--- src/sv/fqir_pkg.sv ---
`timescale 1ns / 1ps
package fqir_pkg;

  localparam int DataW  = 32;
  localparam int PosW   = 4;
  localparam int CountW = 5;
  localparam int CmdW   = 2;
  localparam int StatW  = 2;

  localparam int DefaultDepth     = 16;
  localparam int DefaultDataWidth = 32;

  typedef enum logic [CmdW-1:0] {
    CMD_PUSH   = 2'd0,
    CMD_REMOVE = 2'd1,
    CMD_CLEAR  = 2'd2,
    CMD_QUERY  = 2'd3
  } cmd_t;

  typedef enum logic [StatW-1:0] {
    ST_OK    = 2'd0,
    ST_EMPTY = 2'd1,
    ST_RANGE = 2'd2,
    ST_FULL  = 2'd3
  } status_t;

  typedef struct packed {
    logic load;
    logic shift;
  } cell_ctrl_t;

endpackage

--- src/sv/fqir_in_if.sv ---
`timescale 1ns / 1ps
interface fqir_in_if;
  import fqir_pkg::*;

  logic            valid;
  logic            ready;
  logic [CmdW-1:0] command;
  logic [DataW-1:0] item_data;
  logic [PosW-1:0] position;

  modport source (output valid, command, item_data, position, input ready);
  modport sink (input valid, command, item_data, position, output ready);
endinterface

--- src/sv/fqir_out_if.sv ---
`timescale 1ns / 1ps
interface fqir_out_if;
  import fqir_pkg::*;

  logic              valid;
  logic              ready;
  logic [StatW-1:0]  status;
  logic [DataW-1:0]  head_data;
  logic              head_valid;
  logic [CountW-1:0] entry_count;
  logic [DataW-1:0]  removed_data;

  modport source (output valid, status, head_data, head_valid, entry_count, removed_data,
                  input ready);
  modport sink (input valid, status, head_data, head_valid, entry_count, removed_data,
                output ready);
endinterface

--- src/sv/fqir_cell.sv ---
`timescale 1ns / 1ps
module fqir_cell #(
  parameter int W = fqir_pkg::DefaultDataWidth
) (
  input  logic                 clk,
  input  fqir_pkg::cell_ctrl_t ctrl,
  input  logic [W-1:0]         din,
  input  logic [W-1:0]         nbr,
  output logic [W-1:0]         q
);
  import fqir_pkg::*;

  // load writes the tail word, shift takes the word of the next cell
  always_ff @(posedge clk) begin
    if (ctrl.load) begin
      q <= din;
    end else if (ctrl.shift) begin
      q <= nbr;
    end
  end

endmodule

--- src/sv/fifo_queue_indexed_remove_unit.sv ---
`timescale 1ns / 1ps
// Bounded FIFO of data words with removal at any position.
// req channel: one item holds a command (push, remove at position, clear,
// query), a data word for push and a position for remove.
// rsp channel: one item per request with status, head word and its valid
// flag, entry count and the word taken out by a successful remove.
// Entries sit in a row of DEPTH cells, head in cell 0. A push loads the
// cell at the count; a remove makes every cell from the position onwards
// take its neighbour's word, all cells in the same cycle.
// Latency: the response is valid the cycle after the request is accepted.
// Throughput: one item per cycle unless stalled, set by the row's single update.
// The response register is the only buffer: while it holds an item that the
// receiver stalls, req.ready is low and the queue does not change. It is
// freed in the same cycle as it is taken, so back-to-back flow continues.
// Reset: count and the response valid flag clear; cell contents are left
// as they are and are never shown before being written.
module fifo_queue_indexed_remove_unit #(
  parameter int DEPTH      = fqir_pkg::DefaultDepth,
  parameter int DATA_WIDTH = fqir_pkg::DefaultDataWidth
) (
  input logic       clk,
  input logic       rst,
  fqir_in_if.sink   req,
  fqir_out_if.source rsp
);
  import fqir_pkg::*;

  localparam int CW   = $clog2(DEPTH + 1);
  localparam int CMPW = (CW > PosW) ? CW : PosW;
  localparam int RD   = (DEPTH < (1 << PosW)) ? DEPTH : (1 << PosW);

  logic [CW-1:0]         cnt;
  logic [CW-1:0]         cnt_next;
  logic [DATA_WIDTH-1:0] cell_q [DEPTH];
  cell_ctrl_t            ctrl [DEPTH];
  logic                  out_valid;
  status_t               stat;
  status_t               stat_next;
  logic [DATA_WIDTH-1:0] removed;
  logic [DATA_WIDTH-1:0] removed_next;
  logic [DATA_WIDTH-1:0] word;
  logic [CMPW-1:0]       pos_ext;
  logic [CMPW-1:0]       cnt_ext;
  logic                  acc;
  logic                  push_ok;
  logic                  remove_ok;
  cmd_t                  cmd;

  assign req.ready = !out_valid || rsp.ready;
  assign acc       = req.valid && req.ready;
  assign cmd       = cmd_t'(req.command);
  assign word      = DATA_WIDTH'(req.item_data);
  assign pos_ext   = CMPW'(req.position);
  assign cnt_ext   = CMPW'(cnt);

  always_comb begin
    stat_next    = ST_OK;
    push_ok      = 1'b0;
    remove_ok    = 1'b0;
    cnt_next     = cnt;
    removed_next = '0;
    unique case (cmd)
      CMD_PUSH: begin
        if (cnt == CW'(DEPTH)) begin
          stat_next = ST_FULL;
        end else begin
          push_ok  = 1'b1;
          cnt_next = cnt + CW'(1);
        end
      end
      CMD_REMOVE: begin
        if (cnt == '0) begin
          stat_next = ST_EMPTY;
        end else if (pos_ext >= cnt_ext) begin
          stat_next = ST_RANGE;
        end else begin
          remove_ok = 1'b1;
          cnt_next  = cnt - CW'(1);
          for (int j = 0; j < RD; j++) begin
            if (req.position == PosW'(j)) begin
              removed_next = cell_q[j];
            end
          end
        end
      end
      CMD_CLEAR: cnt_next = '0;
      CMD_QUERY: ;
      default: ;
    endcase
  end

  for (genvar i = 0; i < DEPTH; i++) begin : g_cell
    logic [DATA_WIDTH-1:0] nbr;
    if (i == DEPTH - 1) begin : g_last
      assign nbr = cell_q[i];
    end else begin : g_mid
      assign nbr = cell_q[i+1];
    end
    assign ctrl[i].load  = acc && push_ok && (cnt == CW'(i));
    assign ctrl[i].shift = acc && remove_ok && (CMPW'(i) >= pos_ext);

    fqir_cell #(.W(DATA_WIDTH)) u_cell (
      .clk  (clk),
      .ctrl (ctrl[i]),
      .din  (word),
      .nbr  (nbr),
      .q    (cell_q[i])
    );
  end

  always_ff @(posedge clk) begin
    if (rst) begin
      cnt       <= '0;
      out_valid <= 1'b0;
    end else begin
      if (acc) begin
        cnt       <= cnt_next;
        out_valid <= 1'b1;
      end else if (rsp.ready) begin
        out_valid <= 1'b0;
      end
    end
  end

  always_ff @(posedge clk) begin
    if (acc) begin
      stat    <= stat_next;
      removed <= removed_next;
    end
  end

  assign rsp.valid        = out_valid;
  assign rsp.status       = stat;
  assign rsp.head_valid   = (cnt != '0);
  assign rsp.head_data    = (cnt != '0) ? DataW'(cell_q[0]) : '0;
  assign rsp.entry_count  = CountW'(cnt);
  assign rsp.removed_data = DataW'(removed);

  a_cnt_bound: assert property (@(posedge clk) disable iff (rst)
    cnt <= CW'(DEPTH))
    else $error("entry count above depth");

  a_stall_blocks: assert property (@(posedge clk) disable iff (rst)
    (rsp.valid && !rsp.ready) |-> !req.ready)
    else $error("request taken while response stalled");

  a_full_count: assert property (@(posedge clk) disable iff (rst)
    (rsp.valid && rsp.status == ST_FULL) |-> (cnt == CW'(DEPTH)))
    else $error("full status with spare room");

  a_removed_ok: assert property (@(posedge clk) disable iff (rst)
    (rsp.valid && rsp.removed_data != '0) |-> (rsp.status == ST_OK))
    else $error("removed word with failing status");

  a_cnt_hold: assert property (@(posedge clk) disable iff (rst)
    (!rst && !acc) |=> $stable(cnt))
    else $error("count changed without an item");

endmodule

--- src/flat_wrapper.sv ---
// flat-port wrapper written by rule: the top's interface ports become plain ports
module fifo_queue_indexed_remove_unit_flat import fqir_pkg::*;
#(
  parameter int DEPTH      = fqir_pkg::DefaultDepth,
  parameter int DATA_WIDTH = fqir_pkg::DefaultDataWidth
)
  (clk, rst, req_valid, req_command, req_item_data, req_position, req_ready, rsp_valid, rsp_status, rsp_head_data, rsp_head_valid, rsp_entry_count, rsp_removed_data, rsp_ready);
  fqir_in_if req_i ();
  fqir_out_if rsp_i ();
  input logic clk;
  input logic rst;
  input wire logic [$bits(req_i.valid)-1:0] req_valid;
  input wire logic [$bits(req_i.command)-1:0] req_command;
  input wire logic [$bits(req_i.item_data)-1:0] req_item_data;
  input wire logic [$bits(req_i.position)-1:0] req_position;
  output wire logic [$bits(req_i.ready)-1:0] req_ready;
  output wire logic [$bits(rsp_i.valid)-1:0] rsp_valid;
  output wire logic [$bits(rsp_i.status)-1:0] rsp_status;
  output wire logic [$bits(rsp_i.head_data)-1:0] rsp_head_data;
  output wire logic [$bits(rsp_i.head_valid)-1:0] rsp_head_valid;
  output wire logic [$bits(rsp_i.entry_count)-1:0] rsp_entry_count;
  output wire logic [$bits(rsp_i.removed_data)-1:0] rsp_removed_data;
  input wire logic [$bits(rsp_i.ready)-1:0] rsp_ready;
  assign req_i.valid = req_valid;
  assign req_i.command = req_command;
  assign req_i.item_data = req_item_data;
  assign req_i.position = req_position;
  assign req_ready = req_i.ready;
  assign rsp_valid = rsp_i.valid;
  assign rsp_status = rsp_i.status;
  assign rsp_head_data = rsp_i.head_data;
  assign rsp_head_valid = rsp_i.head_valid;
  assign rsp_entry_count = rsp_i.entry_count;
  assign rsp_removed_data = rsp_i.removed_data;
  assign rsp_i.ready = rsp_ready;
  fifo_queue_indexed_remove_unit #(.DEPTH(DEPTH), .DATA_WIDTH(DATA_WIDTH)) u_core (.clk(clk), .rst(rst), .req(req_i), .rsp(rsp_i));
endmodule
--- config.mk ---
export PLATFORM = sky130hd
export DESIGN_NAME = fifo_queue_indexed_remove_unit_flat
export DESIGN_NICKNAME = d
export VERILOG_FILES = /design/src/sv/fqir_pkg.sv /design/src/sv/fqir_in_if.sv /design/src/sv/fqir_out_if.sv /design/src/sv/fqir_cell.sv /design/src/sv/fifo_queue_indexed_remove_unit.sv /design/src/flat_wrapper.sv
export SDC_FILE = /design/constraint.sdc
export NUM_CORES = 1
export LEC_CHECK = 0
export BUFFER_PORTS_ARGS = -buffer_cell sky130_fd_sc_hd__buf_2
export CAP_MARGIN = 0
export CORE_ASPECT_RATIO = 1.75
export CORE_UTILIZATION = 55
export CTS_CLUSTER_DIAMETER = 80
export DETAILED_ROUTE_END_ITERATION = 16
export HOLD_SLACK_MARGIN = 0.02
export PLACE_DENSITY_LB_ADDON = 0.3
export SYNTH_ARGS = -nofsm -noshare
export SYNTH_HDL_FRONTEND = slang
export SYNTH_HIERARCHICAL = 1
export SYNTH_SLANG_ARGS = --single-unit
--- constraint.sdc ---
create_clock -name clk -period 4.3 [get_ports clk]
set_input_delay 0.43 -clock clk [delete_from_list [all_inputs] [get_ports clk]]
set_output_delay 0.43 -clock clk [all_outputs]
set_load 0.05 [all_outputs]
==> results of run 1 <==
## worst max-delay path: cells and delay by family (launching register included)
family        cells  cell delay, ps
fa+ha+maj         1             270
buf+inv           3             750
flops             1             510
simple gates      3             800
## power groups by stage
stage          Sequential, mW  Clock, mW  Combinational, mW
2_1_floorplan            6.15          0              0.728
3_3_place_gp             6.08          0               1.19
3_5_place_dp             6.09          0               1.21
4_1_cts                  5.97       4.59               1.22
5_1_grt                  5.98       4.77               1.29
6_report                 5.97       4.52               1.23
## metrics by stage
| stage | power (mW) | std cells | area (um^2) | hold slack, ps |
|---|---|---|---|---|
| floorplan | 6.87 | 2188 | 32000 | 499 |
| global placement | 7.27 | 2990 | 32600 | 526 |
| detailed placement | 7.30 | 2990 | 32600 | 558 |
| CTS | 11.8 | 3084 | 34200 | 65.3 |
| global route | 12.0 | 3088 | 34200 | 73.7 |
| finish | 11.7 | 3088 | 34200 | 79.5 |
## cell type report
cell class | instances | area [um^2]
Clock buffer | 69 | 1390
Multi-Input combinational cell | 1431 | 13700
Inverter | 31 | 116
Timing Repair Buffer | 209 | 1380
Clock inverter | 25 | 220
Fill cell | 4397 | 23100
Antenna cell | 4 | 10.0
Sequential cell | 552 | 16500
Tap cell | 767 | 960
## state kept, by name, indices dropped and copies added, names as in the netlist
name,cells
u_core/rsp.valid,1
u_core/rsp.status,2
u_core/rsp.entry_count,5
u_core/rsp.removed_data,32
u_core/g_cell.u_cell/q,512
## cell usage in the layout (no fill, tap or decap), drive strengths merged, types with 11 or more instances in the layout
cell type and count:
nor2 76, nand3b 23, mux2 529, nand2 58, and2 52, edfxtp 546
clkinv 18, buf 209, clkbuf 69, or2 21, o21ai 90, a221oi 17
nor4 14, nand3 21, a21oi 116, o22ai 32, a221o 14, ha 13
mux2i 55, nor3 34, a211oi 37, o221ai 14, inv 31, o211ai 11
nand2b 35, a22oi 20, a2bb2oi 13
## cells by family (layout without fill, tap and decap cells)
logic type	after synthesis	in the layout	share of synthesized area
AOI/OAI and AO/OA	449	449	0.0938
xor gates and xnor gates	1	1	0.000274
adders and majority gates	13	13	0.00508
buffers and inverters	205	334	0.0590
DFF	552	552	0.516
muxes	586	586	0.259
other	0	4	0
and+or+nand+nor	382	382	0.0671
## path summary, 6_finish.rpt
kind | start | slack [ps] | end | cells past startpoint
hold / removal | rst | 80 | u_core/rsp.entry_count[1]$_SDFFE_PP0P_ | 2
setup / recovery | u_core/rsp.entry_count[0]$_SDFFE_PP0P_ | 910 | rsp_head_data[1] | 7
setup reg to reg | u_core/rsp.entry_count[0]$_SDFFE_PP0P_ | 990 | u_core/g_cell[0].u_cell/q[11]$_DFFE_PP_ | 9
hold reg to reg | u_core/g_cell[11].u_cell/q[7]$_DFFE_PP_ | 570 | u_core/g_cell[10].u_cell/q[7]$_DFFE_PP_ | 1
## layer usage
| metal | GRT usage | wire length, um | vias up |
|---|---|---|---|
| met5 | 0 | 0 | - |
| met4 | 0.114 | 3290 | 0 |
| met3 | 0.0457 | 6290 | 175 |
| met2 | 0.490 | 42400 | 923 |
| met1 | 0.356 | 32200 | 9927 |
| li1 | - | - | 8695 |
==> flow_metrics.env, run 1 <==
export IMPL_status="complete, no violations"
export IMPL_syn_area_per_cell_um2=14.6
export IMPL_p_int_mw=8.79
export IMPL_vias=19700
export IMPL_io_pins=116
export IMPL_path_clk_slew_ps=70
export IMPL_grt_max_degree=66
export IMPL_switchingPower_mw=2.94
export IMPL_cts_buffers=51
export IMPL_drv_slew=0
export IMPL_required_ps=3870
export IMPL_synth_area_mm2=0.0320
export IMPL_clk_root_buffer_cell="clkbuf_16"
export IMPL_grt_pass1_vias=20100
export IMPL_seq_area_frac_synth=0.516
export IMPL_layout_nets=2331
export IMPL_postLayoutCoreUtil=0.597
export IMPL_yosys_area_top_type="edfxtp_1"
export IMPL_setup_viol_count_final=0
export IMPL_drcViolationCount=0
export IMPL_tightest_slew_ps=911
export IMPL_start_util=0.559
export IMPL_via_per_inst=6.39
export IMPL_post_cts_repair_setup_buffers=0
export IMPL_ys_warn_count=6
export IMPL_clkPwrFrac=0.386
export IMPL_chipWidth_um=184
export IMPL_routabilityCongestion=0.913
export IMPL_dp_slack_ps=904
export IMPL_wl_per_cell_um=27.3
export IMPL_worstHoldPathType="in2reg"
export IMPL_cap_viol_max_count=0
export IMPL_cts_sinks=552
export IMPL_drive_above_1_share=0.366
export IMPL_peakVddDrop_mv=0.291
export IMPL_areaGrowthSynthToFinish_pct=6.93
export IMPL_finalSetupTns_ps=0
export IMPL_switching_share=0.250
export IMPL_synth_top_area_share=0.512
export IMPL_dieArea_mm2=0.0592
export IMPL_cp_start_kind="flip-flop"
export IMPL_fin_skew_ps=27.8
export IMPL_synth_edf_count=546
export IMPL_drt_first_iter_violations=2084
export IMPL_ant_nets=0
export IMPL_power_density_mw_per_mm2=342
export IMPL_setup_slack_ps=908
export IMPL_cts_buffer_depth=3
export IMPL_min_period_over_period=0.789
export IMPL_htreeDepth=2
export IMPL_grt_pass1_wl_um=126000
export IMPL_io_buffer_count=115
export IMPL_finalWirelength_um=84200
export IMPL_synth_area_leaders="edfxtp_1 51%, mux2_4 22%, buf_12 3.0%"
export IMPL_worst_path_max_fanout=33
export IMPL_grtUsageTotal=0.285
export IMPL_max_freq_mhz=295
export IMPL_ys_async_sr_fraction=0
export IMPL_ys_types=79
export IMPL_first_pass_iters=6
export IMPL_relSlewSlack=0.386
export IMPL_pwr_share_seq=0.509
export IMPL_holdBufCountCts=0
export IMPL_cpMaxStageDelayCell="dfxtp_1"
export IMPL_yosys_top_cells_count="546 x edfxtp_1, 464 x mux2_4, 114 x a21oi_1, 90 x o21ai_0, 75 x nor2_1"
export IMPL_cp_end_kind="primary output"
export IMPL_pwr_share_comb=0.105
export IMPL_cp_data_arrival_time_ps=2960
export IMPL_synth_seq_cells=552
export IMPL_insertion_delay_ps=610
export IMPL_ys_flop_type="edfxtp_1"
export IMPL_row_count=116
export IMPL_die_h_um=321
export IMPL_synth_cells=2188
export IMPL_hpwlAfterDp_um=60900
export IMPL_cpPeakStageDelay_ps=510
export IMPL_rsz0062_at_grt="no"
export IMPL_power_leakage_nw=12.4
export IMPL_path_cells="inv_1, ha_1, or3b_1, nand2b_1, buf_4, and2_1, buf_2"
export IMPL_crit_type="reg2out"
export IMPL_finalHoldViolCount=0
export IMPL_grt_overflow=0
export IMPL_syn_nets=2243
export IMPL_period_minus_slack_ps=3390
export IMPL_post_synth_top_count_cell="edfxtp_1"
export IMPL_core_area_mm2=0.0573
export IMPL_ctsResizeCount=0
export IMPL_antenna_found_initial=5
export IMPL_cts_tree="done"
Power figures use the tool's default switching activity.
==> run 2: changes to the inputs <==
--- a/config.mk
+++ b/config.mk
@@ -5,6 +5,7 @@
 export SDC_FILE = /design/constraint.sdc
 export NUM_CORES = 1
 export LEC_CHECK = 0
+export ABC_AREA = 1
 export BUFFER_PORTS_ARGS = -buffer_cell sky130_fd_sc_hd__buf_2
 export CAP_MARGIN = 0
 export CORE_ASPECT_RATIO = 1.75
==> constraint.sdc (replaced) <==
create_clock -name clk -period 3.1 [get_ports clk]
set_input_delay 0.31 -clock clk [delete_from_list [all_inputs] [get_ports clk]]
set_output_delay 0.31 -clock clk [all_outputs]
set_load 0.05 [all_outputs]
==> flow_metrics.env, run 2 <==
export IMPL_status="complete, no violations"
export IMPL_routabilityCongestion=0.860
export IMPL_fillCellCount=4608
export IMPL_tightest_slew_ps=914
export IMPL_insertion_delay_ps=580
export IMPL_seq_area_frac_synth=0.563
export IMPL_post_cts_repair_setup_buffers=0
export IMPL_crit_type="reg2reg"
export IMPL_setup_viol_count_final=0
export IMPL_layout_nets=3578
export IMPL_grt_max_degree=40
export IMPL_synth_area_leaders="edfxtp_1 56%, nand2_1 25%, nor2_1 3.0%"
export IMPL_rsz0062_at_grt="no"
export IMPL_grt_pass1_wl_um=113000
export IMPL_drt_first_iter_violations=1833
export IMPL_ant_nets=0
export IMPL_worst_path_max_fanout=32
export IMPL_antenna_cells=0
export IMPL_post_synth_top_count_cell="nand2_1"
export IMPL_period_minus_slack_ps=2810
export IMPL_vias=22400
export IMPL_synth_adder_area_share=0.00555
export IMPL_wl_per_cell_um=16.5
export IMPL_synth_area_mm2=0.0293
export IMPL_power_leakage_nw=13.9
export IMPL_via_per_inst=5.29
export IMPL_ys_types=36
export IMPL_grtUsageTotal=0.261
export IMPL_syn_area_per_cell_um2=8.42
export IMPL_die_h_um=307
export IMPL_chipWidth_um=177
export IMPL_cp_start_kind="flip-flop"
export IMPL_cts_tree="done"
export IMPL_critical_path_top_delay_family="simple AND/OR/NAND/NOR gates"
export IMPL_yosys_top_cells_count="1922 x nand2_1, 546 x edfxtp_1, 233 x nor2_1, 155 x inv_1, 115 x nand3_1"
export IMPL_path_clk_slew_ps=70
export IMPL_max_freq_mhz=356
export IMPL_holdBufCountCts=2
export IMPL_worstHoldPathType="in2reg"
export IMPL_required_ps=3300
export IMPL_yosys_area_top_type="edfxtp_1"
export IMPL_ys_flop_type="edfxtp_1"
export IMPL_drv_slew=0
export IMPL_drive_above_1_share=0.0999
export IMPL_cts_buffer_depth=3
export IMPL_synth_compound_area_frac=0.0163
export IMPL_peakVddDrop_mv=0.462
export IMPL_grt_pass1_vias=21800
export IMPL_ctsResizeCount=0
export IMPL_cts_sinks=552
export IMPL_fin_total_pwr_mw=15.8
export IMPL_finalHoldViolCount=0
export IMPL_yosys_area_share_simple=0.340
export IMPL_finalSetupTns_ps=0
export IMPL_finalWirelength_um=69800
export IMPL_ys_async_sr_fraction=0
export IMPL_synth_cells=3484
export IMPL_first_pass_iters=6
export IMPL_layout_common_cells="1921 x nand2_1, 546 x edfxtp_1, 216 x nor2_1"
export IMPL_min_period_over_period=0.907
export IMPL_io_pins=116
export IMPL_path_cells="inv_1, ha_1, inv_1, nor2_1, inv_1, nor2_4, nor2_2, nand3_4, nor2_4, inv_2, nor2_4, inv_2, a21oi_1, or2_2"
export IMPL_synth_seq_cells=552
export IMPL_clk_root_buffer_cell="clkbuf_16"
export IMPL_cts_buffers=49
export IMPL_drcViolationCount=0
export IMPL_largest_reg_flops=512
export IMPL_power_density_mw_per_mm2=505
export IMPL_start_util=0.558
export IMPL_synth_top_area_share=0.559
export IMPL_cpMaxStageDelayCell="or2_2"
export IMPL_areaGrowthSynthToFinish_pct=6.94
export IMPL_grt_overflow=0
export IMPL_synthXorXnorAreaFrac=0.000597
export IMPL_synth_top_family_by_area="simple AND/OR/NAND/NOR gates"
export IMPL_dieArea_mm2=0.0543
export IMPL_fin_skew_ps=13.5
export IMPL_cpPeakStageDelay_ps=670
export IMPL_core_area_mm2=0.0525
export IMPL_io_buffer_count=115
export IMPL_syn_nets=3539
export IMPL_cp_end_kind="flip-flop"
export IMPL_cp_data_arrival_time_ps=3020
export IMPL_htreeDepth=2
export IMPL_ys_warn_count=6
export IMPL_synthMuxAreaShare=0
export IMPL_layout_commonest_cell="nand2_1"
export IMPL_row_count=111
export IMPL_synth_edf_count=546
export IMPL_hpwlAfterDp_um=51300
export IMPL_cap_viol_max_count=0
export IMPL_antenna_found_initial=0
export IMPL_cp_num_buf_inv=5
export IMPL_reg2reg_slack_ps=290
export IMPL_relSlewSlack=0.391
export IMPL_largest_register="u_core/g_cell.u_cell/q"
run 2: through the flow:
step	instances	instance area, um^2	util	worst slack, ps	hold slack, ps
2_1_floorplan	3484	29300	-	88.9	372
5_1_grt	4241	31400	0.597	74.9	267
4_1_cts	4241	31400	0.597	308	222
3_5_place_dp	4148	29800	0.567	297	487
6_report	4241	31400	0.597	289	240
3_3_place_gp	4148	29800	0.567	340	478
run 2: cell type report:
cell class / count / area (um^2) / area share
multi-input combinational: 2565 / 10700 / 0.340
timing repair buffer: 166 / 988 / 0.0315
inverter: 189 / 756 / 0.0241
sequential: 552 / 16500 / 0.527
tap: 678 / 848 / 0.0271
clock buffer: 57 / 1300 / 0.0414
clock inverter: 34 / 283 / 0.00902
run 2: routing by layer:
layer / vias to the layer above / routed length [um] / share of wire / track usage
met3: 119 / 3720 / 0.053 / 0.0256
met4: 0 / 1970 / 0.028 / 0.0906
li1: 11200 / - / - / -
met1: 10400 / 26700 / 0.38 / 0.303
met2: 719 / 37500 / 0.54 / 0.490
met5: - / 0 / 0 / 0
run 2: logic make-up after synthesis:
logic type / after synthesis
flip-flops: 552
buffers and inverters: 367
XOR/XNOR: 2
AND/OR/NAND/NOR: 2459
adder cells (fa/ha/maj): 13
AO/OA/AOI/OAI: 91
run 2: final timing paths:
check                                            from                                      end  cells after the start
max            u_core/rsp.entry_count[1]$_SDFFE_PP0P_  u_core/g_cell[5].u_cell/q[13]$_DFFE_PP_                     14
min reg2reg  u_core/g_cell[10].u_cell/q[11]$_DFFE_PP_  u_core/g_cell[9].u_cell/q[11]$_DFFE_PP_                      2
max reg2reg    u_core/rsp.entry_count[1]$_SDFFE_PP0P_  u_core/g_cell[5].u_cell/q[13]$_DFFE_PP_                     14
min                                    req_command[1]   u_core/rsp.entry_count[2]$_SDFFE_PP0P_                      5
run 2: worst min-delay path: cells and delay by family:
kind            cells  cell delay [ps]
simple gates        2              160
compound gates      1               70
buf+inv             1               90
fa+ha+maj           1              130
run 2: where the power goes:
part	internal [mW]	switching, mW
Clock	3.41	2.74
Combinational	0.314	1.09
Sequential	8.24	0.0432
